### src/rtl/lbp_pkg.sv
// Shared types, sizes and register indexes of the 3x3 local binary pattern operator.
package lbp_pkg;

  localparam int PIXEL_W        = 8;
  localparam int LINE_W         = 2 * PIXEL_W;
  localparam int ROW_W          = 12;
  localparam int COL_W          = 10;
  localparam int CFG_IDX_W      = 2;
  localparam int CFG_DATA_W     = 13;
  localparam int IMG_WIDTH_W    = 11;
  localparam int IMG_HEIGHT_W   = 13;
  localparam int MAX_WIDTH_DEF  = 1024;
  localparam int MAX_HEIGHT_DEF = 4096;
  localparam int WIDTH_RST      = 640;
  localparam int HEIGHT_RST     = 480;
  localparam int MIN_SIZE       = 3;

  typedef enum logic [CFG_IDX_W-1:0] {
    REG_IMAGE_WIDTH  = 2'd0,
    REG_IMAGE_HEIGHT = 2'd1
  } cfg_reg_t;

  // Position and flags of the center pixel that one input pixel completes.
  typedef struct packed {
    logic [ROW_W-1:0] center_row;
    logic [COL_W-1:0] center_col;
    logic             code_valid;
    logic             frame_done;
  } pos_t;

endpackage

### src/rtl/lbp_window.sv
// 3x3 window shift register and the eight neighbor comparisons of the LBP code.
module lbp_window (
  input  logic                         clk,
  input  logic                         rst_n,
  input  logic                         advance,
  input  logic [lbp_pkg::PIXEL_W-1:0]  new_top,
  input  logic [lbp_pkg::PIXEL_W-1:0]  new_mid,
  input  logic [lbp_pkg::PIXEL_W-1:0]  new_bot,
  input  logic                         code_valid,
  output logic [lbp_pkg::PIXEL_W-1:0]  code
);
  import lbp_pkg::*;

  // Only the left and middle columns are stored (mid_r, right_r); the right one comes from the inputs.
  logic [PIXEL_W-1:0] mid_r   [3];
  logic [PIXEL_W-1:0] right_r [3];
  logic [PIXEL_W-1:0] ctr;

  always_comb begin
    ctr = right_r[1];
    code = {mid_r[0] > ctr, right_r[0] > ctr, new_top > ctr, new_mid > ctr,
            new_bot > ctr, right_r[2] > ctr, mid_r[2] > ctr, mid_r[1] > ctr};
    if (!code_valid) begin
      code = '0;
    end
  end

  always_ff @(posedge clk) begin
    if (!rst_n) begin
      for (int k = 0; k < 3; k++) begin
        mid_r[k]   <= '0;
        right_r[k] <= '0;
      end
    end else if (advance) begin
      for (int k = 0; k < 3; k++) begin
        mid_r[k] <= right_r[k];
      end
      right_r[0] <= new_top;
      right_r[1] <= new_mid;
      right_r[2] <= new_bot;
    end
  end

endmodule

### config.mk
export PLATFORM = sky130hd
export DESIGN_NAME = lbp_window
export DESIGN_NICKNAME = d
export VERILOG_FILES = /design/src/rtl/lbp_pkg.sv /design/src/rtl/lbp_window.sv
export SDC_FILE = /design/constraint.sdc
export NUM_CORES = 1
export LEC_CHECK = 0
export CELL_PAD_IN_SITES_DETAIL_PLACEMENT = 0
export CELL_PAD_IN_SITES_GLOBAL_PLACEMENT = 1
export CORE_MARGIN = 2
export CORE_UTILIZATION = 51
export CTS_CLUSTER_DIAMETER = 40
export DETAILED_ROUTE_END_ITERATION = 10
export DONT_BUFFER_PORTS = 1
export PLACE_DENSITY = 0.9
export SKIP_CTS_REPAIR_TIMING = 1
export SLEW_MARGIN = 25
export SYNTH_ARGS = -nofsm -noshare
export SYNTH_HDL_FRONTEND = slang
export SYNTH_SLANG_ARGS = --single-unit
### constraint.sdc
create_clock -name clk -period 2.3 [get_ports clk]
set_input_delay 0.115 -clock clk [delete_from_list [all_inputs] [get_ports clk]]
set_output_delay 0.115 -clock clk [all_outputs]
set_load 0.01 [all_outputs]
==> PnR_summary.wiki <==
{| class="wikitable"
! Metric !! Value
|-
| Cells along the critical path || inv_1 -> ha_1 -> nor2b_1 -> o211ai_1 -> a21o_1 -> a31oi_1
|-
| Initial DRC Count || around 110
|-
| Leakage power figure || between 0.0015 and 0.002 uW
|-
| Number of buffers created by CTS || 5
|-
| FF+latch count, synth || between 40 and 50
|-
| Result of the run || finished, final reports clean
|-
| Count of buffers from port buffering || 0
|-
| Path type of the worst min-delay path || in -> reg
|-
| P_sw || 523 uW
|-
| Final setup skew || approximately 0.0018 ns
|-
| Number of nets at the end of the flow || 367
|-
| Part of the total power dissipated in sequential elements || a little under three fifths
|-
| Io pins || 36
|-
| Max-capacitance violation count || 0
|-
| Number of max-slew violations in the final report || 0
|-
| Growth of design area from synthesis to finish || 4.46%
|-
| Row cnt || 28
|-
| Via density per instance || between 6 and 7
|-
| Kind of end point of the critical path || output pin
|-
| Initial antenna violation count || 0
|-
| Fraction of the cycle the final worst path needs || about nine tenths
|-
| Normalized max-slew margin || roughly three fifths
|-
| Maximum single-stage delay on the critical path || 0.38 ns
|-
| Comb power frac || 21.3%
|-
| Final Hold Violating Endpoints || 0
|-
| Overall track demand over capacity in global routing || 19.5%
|-
| Global-route wire length before repair || 10.7 mm
|-
| Post-DRT Antenna Nets || 0
|-
| Fillcell total || a little over 500
|-
| Final routed wire length divided by cell count || 18.4 um
|-
| Ratio of cells with drive above 1 in the final layout || under 10%
|-
| Most common library cell in the layout ignoring fill and taps || sky130_fd_sc_hd__ha_1
|-
| Placed insts || ~340
|-
| Setup TNS || 0 ns
|-
| Overflow left after global routing || 0
|-
| Distinct cell type count after synthesis || 18
|-
| Dpl hpwl || 4.50 mm
|-
| Post-CTS clock slew at the launch and capture registers of the worst setup and hold paths || 0.08 ns
|-
| Leading cell types in the layout, fill and taps excluded || sky130_fd_sc_hd__ha_1 (64), sky130_fd_sc_hd__and3_1 (48), sky130_fd_sc_hd__edfxtp_1 (48), sky130_fd_sc_hd__a21oi_1 (20), sky130_fd_sc_hd__nand4_1 (16)
|-
| Number of optimization iterations in the first detailed-route pass || 4
|-
| RSZ-0062 raised after global routing || false
|-
| Syn Std Cell Area || ~0.0032 mm2
|-
| Power per Cell Area || 579 mW/mm2
|-
| Worst Setup Path Type || reg -> out
|-
| CTS tree || yes
|-
| Clock share of power || 23.7%
|-
| Total number of vias || between 2k and 2.5k
|-
| Clock latency at the later pin of the worst-skew pair || 0.29 ns
|-
| Sinks on the clock net || between 40 and 50
|-
| Final Critical Period || around 2.1 ns
|-
| Final Routed Wirelength || between 6 and 7 mm
|-
| Final antenna diode count || 0
|-
| Met1 Resource Use GR || between 20% and 30%
|-
| Met3 capacity usage during global routing || 3.58%
|-
| Horizontal die dimension || 83.2 um
|-
| Sequential share of the synthesized area || between 40% and 50%
|-
| Layer with the highest usage || met2
|-
| Maximum achievable frequency || ~480 MHz
|-
| DIE AREA || 0.00691 mm2
|-
| Effective utilization at floorplan || a little over half
|-
| Final weighted congestion of routability-driven global placement || ~0.80
|-
| Maximum number of pins on one net before global-route repair || 50
|-
| Max rail drop VDD || about 0.32 mV
|-
| Number of levels the H-tree was split into || 2
|-
| Master cell of the clock root buffer || sky130_fd_sc_hd__clkbuf_8
|-
| Maximum clock path buffer count || 2
|-
| Kind of launch point of the worst setup path || flop
|-
| Via count of the first global-routing pass || around 2.2k
|-
| Synth warn || 0
|-
| Number of nets in the synthesized netlist || about 370
|-
| Slew at the pin closest to its max-slew limit || 0.575 ns
|-
| Sw Share || a little over a quarter
|-
| Count of unresolved DRC violations after routing || 0
|-
| Largest fanout of any net on the critical path || 8
|-
| Vertical extent of the die || 83.2 um
|-
| Core area || 0.00599 mm2
|-
| Cell with the largest stage delay on the worst path || sky130_fd_sc_hd__edfxtp_1
|-
| Post-route insts no fill || between 300 and 400
|-
| Average cell area after synthesis || between 10 and 15 um2
|-
| CP Data Required Time || ~2.2 ns
|-
| Number of failing setup endpoints in the final timing report || 0
|-
| Grt met2 use || between 30% and 40%
|-
| Total internal power || 1410 uW
|-
| Gate count of the mapped netlist || 276
|-
| Worst Path Arrival || ~2.0 ns
|}
cell type report:
type / count / area, um2 / share of cell area [%]
tap: 75 / 93.8 / 2.81
clock buffer: 5 / 68.8 / 2.06
timing repair buffer: 2 / 15.0 / 0.450
clock inverter: 2 / 7.51 / 0.225
inverter: 15 / 56.3 / 1.69
sequential: 48 / 1440 / 43.2
multi-input combinational: 203 / 1660 / 49.6
routing by layer:
layer	vias to the layer above	wire length (um)
li1	1073	-
met1	991	2790
met2	75	3070
met3	11	456
met4	0	125
met5	-	0
synth_stat cells:
cell                       instances  area (um2)
sky130_fd_sc_hd__a21o_1           12        90.1
sky130_fd_sc_hd__a21oi_1          20         100
sky130_fd_sc_hd__a31oi_1           6        37.5
sky130_fd_sc_hd__and3_1           48         300
sky130_fd_sc_hd__buf_2             3        15.0
sky130_fd_sc_hd__buf_4             1        7.51
sky130_fd_sc_hd__clkbuf_1          6        22.5
sky130_fd_sc_hd__edfxtp_1         48        1440
sky130_fd_sc_hd__ha_1             64         801
sky130_fd_sc_hd__inv_1            15        56.3
sky130_fd_sc_hd__nand2_1           2        7.51
sky130_fd_sc_hd__nand2b_1          1        6.26
sky130_fd_sc_hd__nand3_1           6        30.0
sky130_fd_sc_hd__nand4_1          16         100
sky130_fd_sc_hd__nor2b_1           8        50.1
sky130_fd_sc_hd__o211ai_1          8        60.1
sky130_fd_sc_hd__o21ai_0          10        50.1
sky130_fd_sc_hd__o21ba_2           2        20.0
power by group through the flow:
stage	Clock, uW	Sequential (uW)	Combinational (uW)
floorplan	0	1070	330
global placement	0	1080	393
detailed placement	0	1090	410
CTS	469	1070	415
global route	498	1070	481
finish	458	1060	411
stage by stage:
stage / utilization (%) / setup WS (ns) / cell area [um2] / hold slack (ns) / power [uW]
after floorplan: - / 0.422 / 3200 / 0.338 / 1400
after global placement: 54.4 / 0.561 / 3260 / 0.339 / 1480
after detailed placement: 54.4 / 0.517 / 3260 / 0.344 / 1500
after CTS: 55.7 / 0.171 / 3340 / 0.0298 / 1950
after global routing: 55.7 / 0.0868 / 3340 / 0.0346 / 2050
final: 55.7 / 0.214 / 3340 / 0.0364 / 1930
registers in the layout, indices dropped and copies added (netlist names):
register and cells:
mid_r 24, right_r 24
worst paths after layout:
check	start	end	slack (ns)	cells past startpoint
setup / recovery	right_r[0][9]	code[0]	0.21	6
hold / removal	new_mid[0]	right_r[0][8]	0.04	1
setup reg to reg	right_r[0][8]	mid_r[0][8]	1.14	1
hold reg to reg	right_r[0][12]	mid_r[0][12]	0.57	1
worst max-delay path: cells and delay by family (launching register included):
kind | cells | cell delay (ns)
AO/OA/AOI/OAI | 3 | 0.60
adder cells (fa/ha/maj) | 1 | 0.22
buffers and inverters | 1 | 0.34
flip-flops | 1 | 0.38
AND/OR/NAND/NOR | 1 | 0.14
logic make-up (layout without fill, tap and decap cells):
logic type / Yosys count / count (layout) / share of synthesized area, %
adder cells (fa/ha/maj): 64 / 64 / 25.1
AND/OR/NAND/NOR: 81 / 81 / 15.5
buffers and inverters: 25 / 24 / 3.17
flip-flops: 48 / 48 / 45.1
AO/OA/AOI/OAI: 58 / 58 / 11.2
(Power assumes the default switching activity.)
