$ cat src/rtl/lbp_pkg.sv
// Shared types, sizes and register indexes of the 3x3 local binary pattern operator.
package lbp_pkg;

  localparam int PIXEL_W        = 8;
  localparam int LINE_W         = 2 * PIXEL_W;
  localparam int ROW_W          = 12;
  localparam int COL_W          = 10;
  localparam int CFG_IDX_W      = 2;
  localparam int CFG_DATA_W     = 13;
  localparam int IMG_WIDTH_W    = 11;
  localparam int IMG_HEIGHT_W   = 13;
  localparam int MAX_WIDTH_DEF  = 1024;
  localparam int MAX_HEIGHT_DEF = 4096;
  localparam int WIDTH_RST      = 640;
  localparam int HEIGHT_RST     = 480;
  localparam int MIN_SIZE       = 3;

  typedef enum logic [CFG_IDX_W-1:0] {
    REG_IMAGE_WIDTH  = 2'd0,
    REG_IMAGE_HEIGHT = 2'd1
  } cfg_reg_t;

  // Position and flags of the center pixel that one input pixel completes.
  typedef struct packed {
    logic [ROW_W-1:0] center_row;
    logic [COL_W-1:0] center_col;
    logic             code_valid;
    logic             frame_done;
  } pos_t;

endpackage

$ cat src/rtl/lbp_position.sv
// Frame size registers and the raster row/column counters of the LBP operator.
module lbp_position #(
  parameter int MAX_WIDTH  = lbp_pkg::MAX_WIDTH_DEF,
  parameter int MAX_HEIGHT = lbp_pkg::MAX_HEIGHT_DEF
) (
  input  logic                             clk,
  input  logic                             rst_n,
  input  logic                             cfg_we,
  input  logic [lbp_pkg::CFG_IDX_W-1:0]    cfg_index,
  input  logic [lbp_pkg::CFG_DATA_W-1:0]   cfg_wdata,
  input  logic                             advance,
  input  logic                             frame_start,
  output logic [$clog2(MAX_WIDTH)-1:0]     col,
  output lbp_pkg::pos_t                    pos
);
  import lbp_pkg::*;

  localparam int CW    = $clog2(MAX_WIDTH);
  localparam int RW    = $clog2(MAX_HEIGHT);
  localparam int W_RST = (WIDTH_RST < MAX_WIDTH) ? WIDTH_RST : MAX_WIDTH;
  localparam int H_RST = (HEIGHT_RST < MAX_HEIGHT) ? HEIGHT_RST : MAX_HEIGHT;

  logic [CW:0]           w_r, w_cfg;
  logic [RW:0]           h_r, h_cfg;
  logic [CW-1:0]         col_r, col_nxt, cur_c, col_m1;
  logic [RW-1:0]         row_r, row_nxt, cur_r, row_m1;
  logic [CW:0]           c_inc;
  logic [RW:0]           r_inc;
  logic [IMG_WIDTH_W-1:0]  v_w;
  logic [IMG_HEIGHT_W-1:0] v_h;
  logic                  restart;

  // Sizes are saturated to the supported range when they are written.
  assign v_w = cfg_wdata[IMG_WIDTH_W-1:0];
  assign v_h = cfg_wdata[IMG_HEIGHT_W-1:0];

  always_comb begin
    if (32'(v_w) < 32'(MIN_SIZE)) begin
      w_cfg = (CW+1)'(MIN_SIZE);
    end else if (32'(v_w) > 32'(MAX_WIDTH)) begin
      w_cfg = (CW+1)'(MAX_WIDTH);
    end else begin
      w_cfg = (CW+1)'(v_w);
    end
    if (32'(v_h) < 32'(MIN_SIZE)) begin
      h_cfg = (RW+1)'(MIN_SIZE);
    end else if (32'(v_h) > 32'(MAX_HEIGHT)) begin
      h_cfg = (RW+1)'(MAX_HEIGHT);
    end else begin
      h_cfg = (RW+1)'(v_h);
    end
  end

  always_ff @(posedge clk) begin
    if (!rst_n) begin
      w_r <= (CW+1)'(W_RST);
      h_r <= (RW+1)'(H_RST);
    end else if (cfg_we) begin
      unique case (cfg_index)
        REG_IMAGE_WIDTH:  w_r <= w_cfg;
        REG_IMAGE_HEIGHT: h_r <= h_cfg;
        default: ;
      endcase
    end
  end

  // A counter outside the current size restarts the frame, as does frame_start.
  always_comb begin
    restart = frame_start || ({1'b0, col_r} >= w_r) || ({1'b0, row_r} >= h_r);
    cur_c   = restart ? '0 : col_r;
    cur_r   = restart ? '0 : row_r;
    c_inc   = {1'b0, cur_c} + 1'b1;
    r_inc   = {1'b0, cur_r} + 1'b1;
    if (c_inc >= w_r) begin
      col_nxt = '0;
      row_nxt = (r_inc >= h_r) ? '0 : r_inc[RW-1:0];
    end else begin
      col_nxt = c_inc[CW-1:0];
      row_nxt = cur_r;
    end
    col_m1 = cur_c - 1'b1;
    row_m1 = cur_r - 1'b1;
    col    = cur_c;
    pos.center_row = (cur_r == '0) ? '0 : ROW_W'(row_m1);
    pos.center_col = (cur_c == '0) ? '0 : COL_W'(col_m1);
    pos.code_valid = (32'(cur_r) >= 32'd2) && (32'(cur_c) >= 32'd2);
    pos.frame_done = ({1'b0, cur_r} == h_r - 1'b1) && ({1'b0, cur_c} == w_r - 1'b1);
  end

  always_ff @(posedge clk) begin
    if (!rst_n) begin
      col_r <= '0;
      row_r <= '0;
    end else if (advance) begin
      col_r <= col_nxt;
      row_r <= row_nxt;
    end
  end

endmodule

$ cat config.mk
export PLATFORM = sky130hd
export DESIGN_NAME = lbp_position
export DESIGN_NICKNAME = d
export VERILOG_FILES = /design/src/rtl/lbp_pkg.sv /design/src/rtl/lbp_position.sv
export SDC_FILE = /design/constraint.sdc
export NUM_CORES = 1
export LEC_CHECK = 0
export BUFFER_PORTS_ARGS = -buffer_cell sky130_fd_sc_hd__buf_2
export CORE_MARGIN = 2
export CORE_UTILIZATION = 50
export CTS_CLUSTER_DIAMETER = 100
export DETAILED_ROUTE_END_ITERATION = 10
export GPL_ROUTABILITY_DRIVEN = 0
export PLACE_DENSITY = 0.7
export SLEW_MARGIN = 20
export SYNTH_ARGS = -nofsm -noshare
export SYNTH_HDL_FRONTEND = slang
export SYNTH_SLANG_ARGS = --single-unit
$ cat constraint.sdc
create_clock -name clk -period 6.25 [get_ports clk]
set_input_delay 0.625 -clock clk [delete_from_list [all_inputs] [get_ports clk]]
set_output_delay 0.625 -clock clk [all_outputs]
set_load 0.03 [all_outputs]
==> results_dict.tcl <==
set metrics [dict create \
    swShare_pct 30.7 \
    cts_tree "yes" \
    rr_worst_depth 21 \
    hold_path_class "flop to flop" \
    wl_mm 13.5 \
    placed_cells 784 \
    cts_root_buffer "clkbuf_8" \
    yosysUniqueCellTypes 72 \
    row_count 35 \
    ioPinCount 54 \
    busiest_layer "met2" \
    finalSetupViolations 0 \
    clockBufferDepth 2 \
    cts.reportedPaths.clkPinSlew_ns 0.09 \
    drv_cap 0 \
    drcViolationCount 0 \
    diodes 0 \
    die_y_um 102 \
    internal_power_uw 440 \
    start_kind "flop" \
    whs_path_depth 2 \
    drt-initial-drc-count 269 \
    syn_area_per_cell_um2 7.54 \
    yosys_warnings 0 \
    grt_pass1_wl_mm 21.5 \
    comb_power_share_pct 21.6 \
    vias_per_cell 6.00 \
    clock_sinks 46 \
    ant_nets 0 \
    initial_core_util_pct 51.6 \
    ys_async_sr_fraction_pct 0 \
    synth_seq_cells 46 \
    met3_usage_pct 3.28 \
    n_fill_cell 914 \
    cts_resized 0 \
    p_seq_share_pct 48.4 \
    cts_buffers 5 \
    gr-usage-all-layers_pct 26.4 \
    htreeDepth 2 \
    critPathCaptureType "flop" \
    final_util_pct 56.0 \
    die_x_um 102 \
    post-route-min-period_ns 5.73 \
    max_slew_margin_pct 26.2 \
    die_area_um2 10400 \
    holdBufCountCts 0 \
    coreArea_um2 9280 \
    slew_violations 0 \
    clkPwrFrac_pct 30.0 \
    ys_seq_area_share_pct 19.2 \
    grt_pass1_vias 4274 \
    hpwl_mm 10.1 \
    rsz0062_at_grt "false" \
    nNetsFinal 737 \
    vias 4754 \
    worstSetupPathType "flop to flop" \
    fin_worst_skew_ns 0.00868 \
    hold_viol_final 0 \
    fin_tns_setup_ns 0 \
    status "completed" \
    mappedNetlistArea_um2 4790 \
    grt_overflow 0 \
    p_leak_nw 2.34 \
    worstPathArrival_ns 5.98 \
    drive_above_1_share_pct 12.7 \
    p_switching_uw 195 \
    wire_per_inst_um 17.0 \
    grt_max_degree 50 \
    met1_usage_pct 36.1 \
    synth-edff-count 0 \
    area_growth_pct 8.52 \
    grtUsageMet2_pct 43.6 \
    postSynthCellCount 635 \
    fmax_mhz 174 \
    max_slew.worst_pin.slew_ns 1.11 \
    powerDensity_nw_per_um2 122 \
    final_cells 792 \
    critPathMaxFanout 19 \
    first_pass_iters 5 \
    cts_setup_buffers 0 \
    port_buffers 53 \
    clkLatencyLatePin_ns 0.31 \
    synth_ff_type "dfxtp_1" \
    cp.required_ns 6.50 \
    period_share_pct 91.7 \
    antenna_found_initial 0 \
    synth_nets 710 \
    vdd_drop_max_v 0.000106 \
]
==> routing by layer <==
layer	wire length, um	vias up
li1	-	2313
met1	6070	2196
met2	6070	214
met3	997	31
met4	350	0
met5	0	-
==> per-stage QoR <==
step	power [mW]	hold WS [ns]	cell area [um2]	setup slack [ns]
final	0.635	0.500	5190	0.517
after global routing	0.665	0.532	5190	0.0896
after CTS	0.637	0.502	5190	0.280
after detailed placement	0.450	0.488	5090	0.327
after global placement	0.446	0.482	5090	0.468
after floorplan	0.414	0.457	4790	1.24
==> area by class of cell <==
cell class,count,area (um2),share of cell area [%]
Multi-Input combinational cell,507,3540,68.1
Tap cell,129,161,3.11
Sequential cell,46,921,17.7
Timing Repair Buffer,62,333,6.41
Inverter,40,150,2.89
Clock inverter,1,5.00,0.0963
Clock buffer,7,86.3,1.66
==> placed cells by master, fill, tap and decap left out, types with 4 or more instances in the layout <==
cell type and count:
a211o_1 5, a21boi_0 4, a21oi_1 41, a22oi_1 21, a31oi_1 7, and2_1 5
and3_1 8, buf_2 53, buf_4 9, clkbuf_8 6, dfxtp_1 46, ha_1 55
inv_1 40, nand2_1 45, nand2b_1 9, nand3_1 35, nand4_1 9, nor2_1 48
nor2b_1 40, nor3_1 17, nor3b_1 10, nor4_1 7, o21a_1 7, o21ai_0 16
o21ai_1 4, o22ai_1 5, or3_1 5, xnor2_1 31, xor2_1 18
==> cell usage after synthesis (3+ instances only) <==
master    instances  share of area [%]
nor2_1           48                3.8
a21o_1            3               0.47
nand2b_1          9                1.2
buf_6             3               0.71
a31oi_1           7               0.91
a211o_1           5               0.91
a21boi_0          4               0.63
a21oi_1          41                4.3
xor2_1           18                3.3
a22oi_1          21                3.3
nand2_1          45                3.5
nor3b_1          10                1.6
and2_1            5               0.65
and3_1            8                1.0
nor2b_1          40                5.2
o21ai_1           4               0.42
o311ai_0          3               0.55
nand3_1          35                3.7
o21a_1            7                1.1
nor4_1            7               0.91
nand4_1           9                1.2
ha_1             55                 14
nor3_1           17                1.8
dfxtp_1          46                 19
o21ai_0          16                1.7
clkbuf_1         34                2.7
or3_1             5               0.65
inv_1            40                3.1
mux2i_1           3               0.63
xnor2_1          31                5.7
o22ai_1           5               0.65
==> final timing paths <==
kind	startpoint	to	slack (ns)
worst max-delay path	col_r[8]$_SDFFE_PN0P_	row_r[3]$_SDFFE_PN0P_	0.52
worst min-delay path	h_r[6]$_SDFFE_PN1P_	h_r[6]$_SDFFE_PN1P_	0.50
worst max register to register	col_r[8]$_SDFFE_PN0P_	row_r[3]$_SDFFE_PN0P_	0.52
worst min register to register	h_r[6]$_SDFFE_PN1P_	h_r[6]$_SDFFE_PN1P_	0.50
==> state kept, by name, indices dropped and copies added, names as in the netlist <==
signal	flops
w_r	11
col_r	10
row_r	12
h_r	13
==> power groups by stage <==
stage / clock (mW) / combinational (mW) / sequential, mW
3_5_place_dp: 0 / 0.135 / 0.314
2_1_floorplan: 0 / 0.104 / 0.310
3_3_place_gp: 0 / 0.133 / 0.314
4_1_cts: 0.194 / 0.136 / 0.307
5_1_grt: 0.206 / 0.151 / 0.308
6_report: 0.191 / 0.137 / 0.307
==> critical path, stage by stage, from the launching register on <==
cell and delay (ns):
dfxtp_1 0.50, ha_1 0.31, a21o_1 0.19, a221oi_1 0.36, o221a_2 0.27, o41ai_2 0.08, nor2_2 0.58, buf_4 0.34
nand2_1 0.10, inv_1 0.15, ha_1 0.27, nand3_1 0.11, xor2_1 0.14, nor2_1 0.09, ha_1 0.37, o2111ai_1 0.10
o21ai_0 0.23, a21oi_1 0.11, o21a_1 0.31, nor4b_4 0.71, a22oi_1 0.19, nor2b_1 0.14
==> cell families after synthesis <==
| kind of cell | synth area share [%] |
|---|---|
| and+or+nand+nor | 29.7 |
| DFF | 19.2 |
| muxes | 0.627 |
| xor gates and xnor gates | 9.30 |
| buffers and inverters | 7.16 |
| AOI/OAI and AO/OA | 19.6 |
| adders and majority gates | 14.4 |
Note: power is estimated with default switching activity, not from simulation.
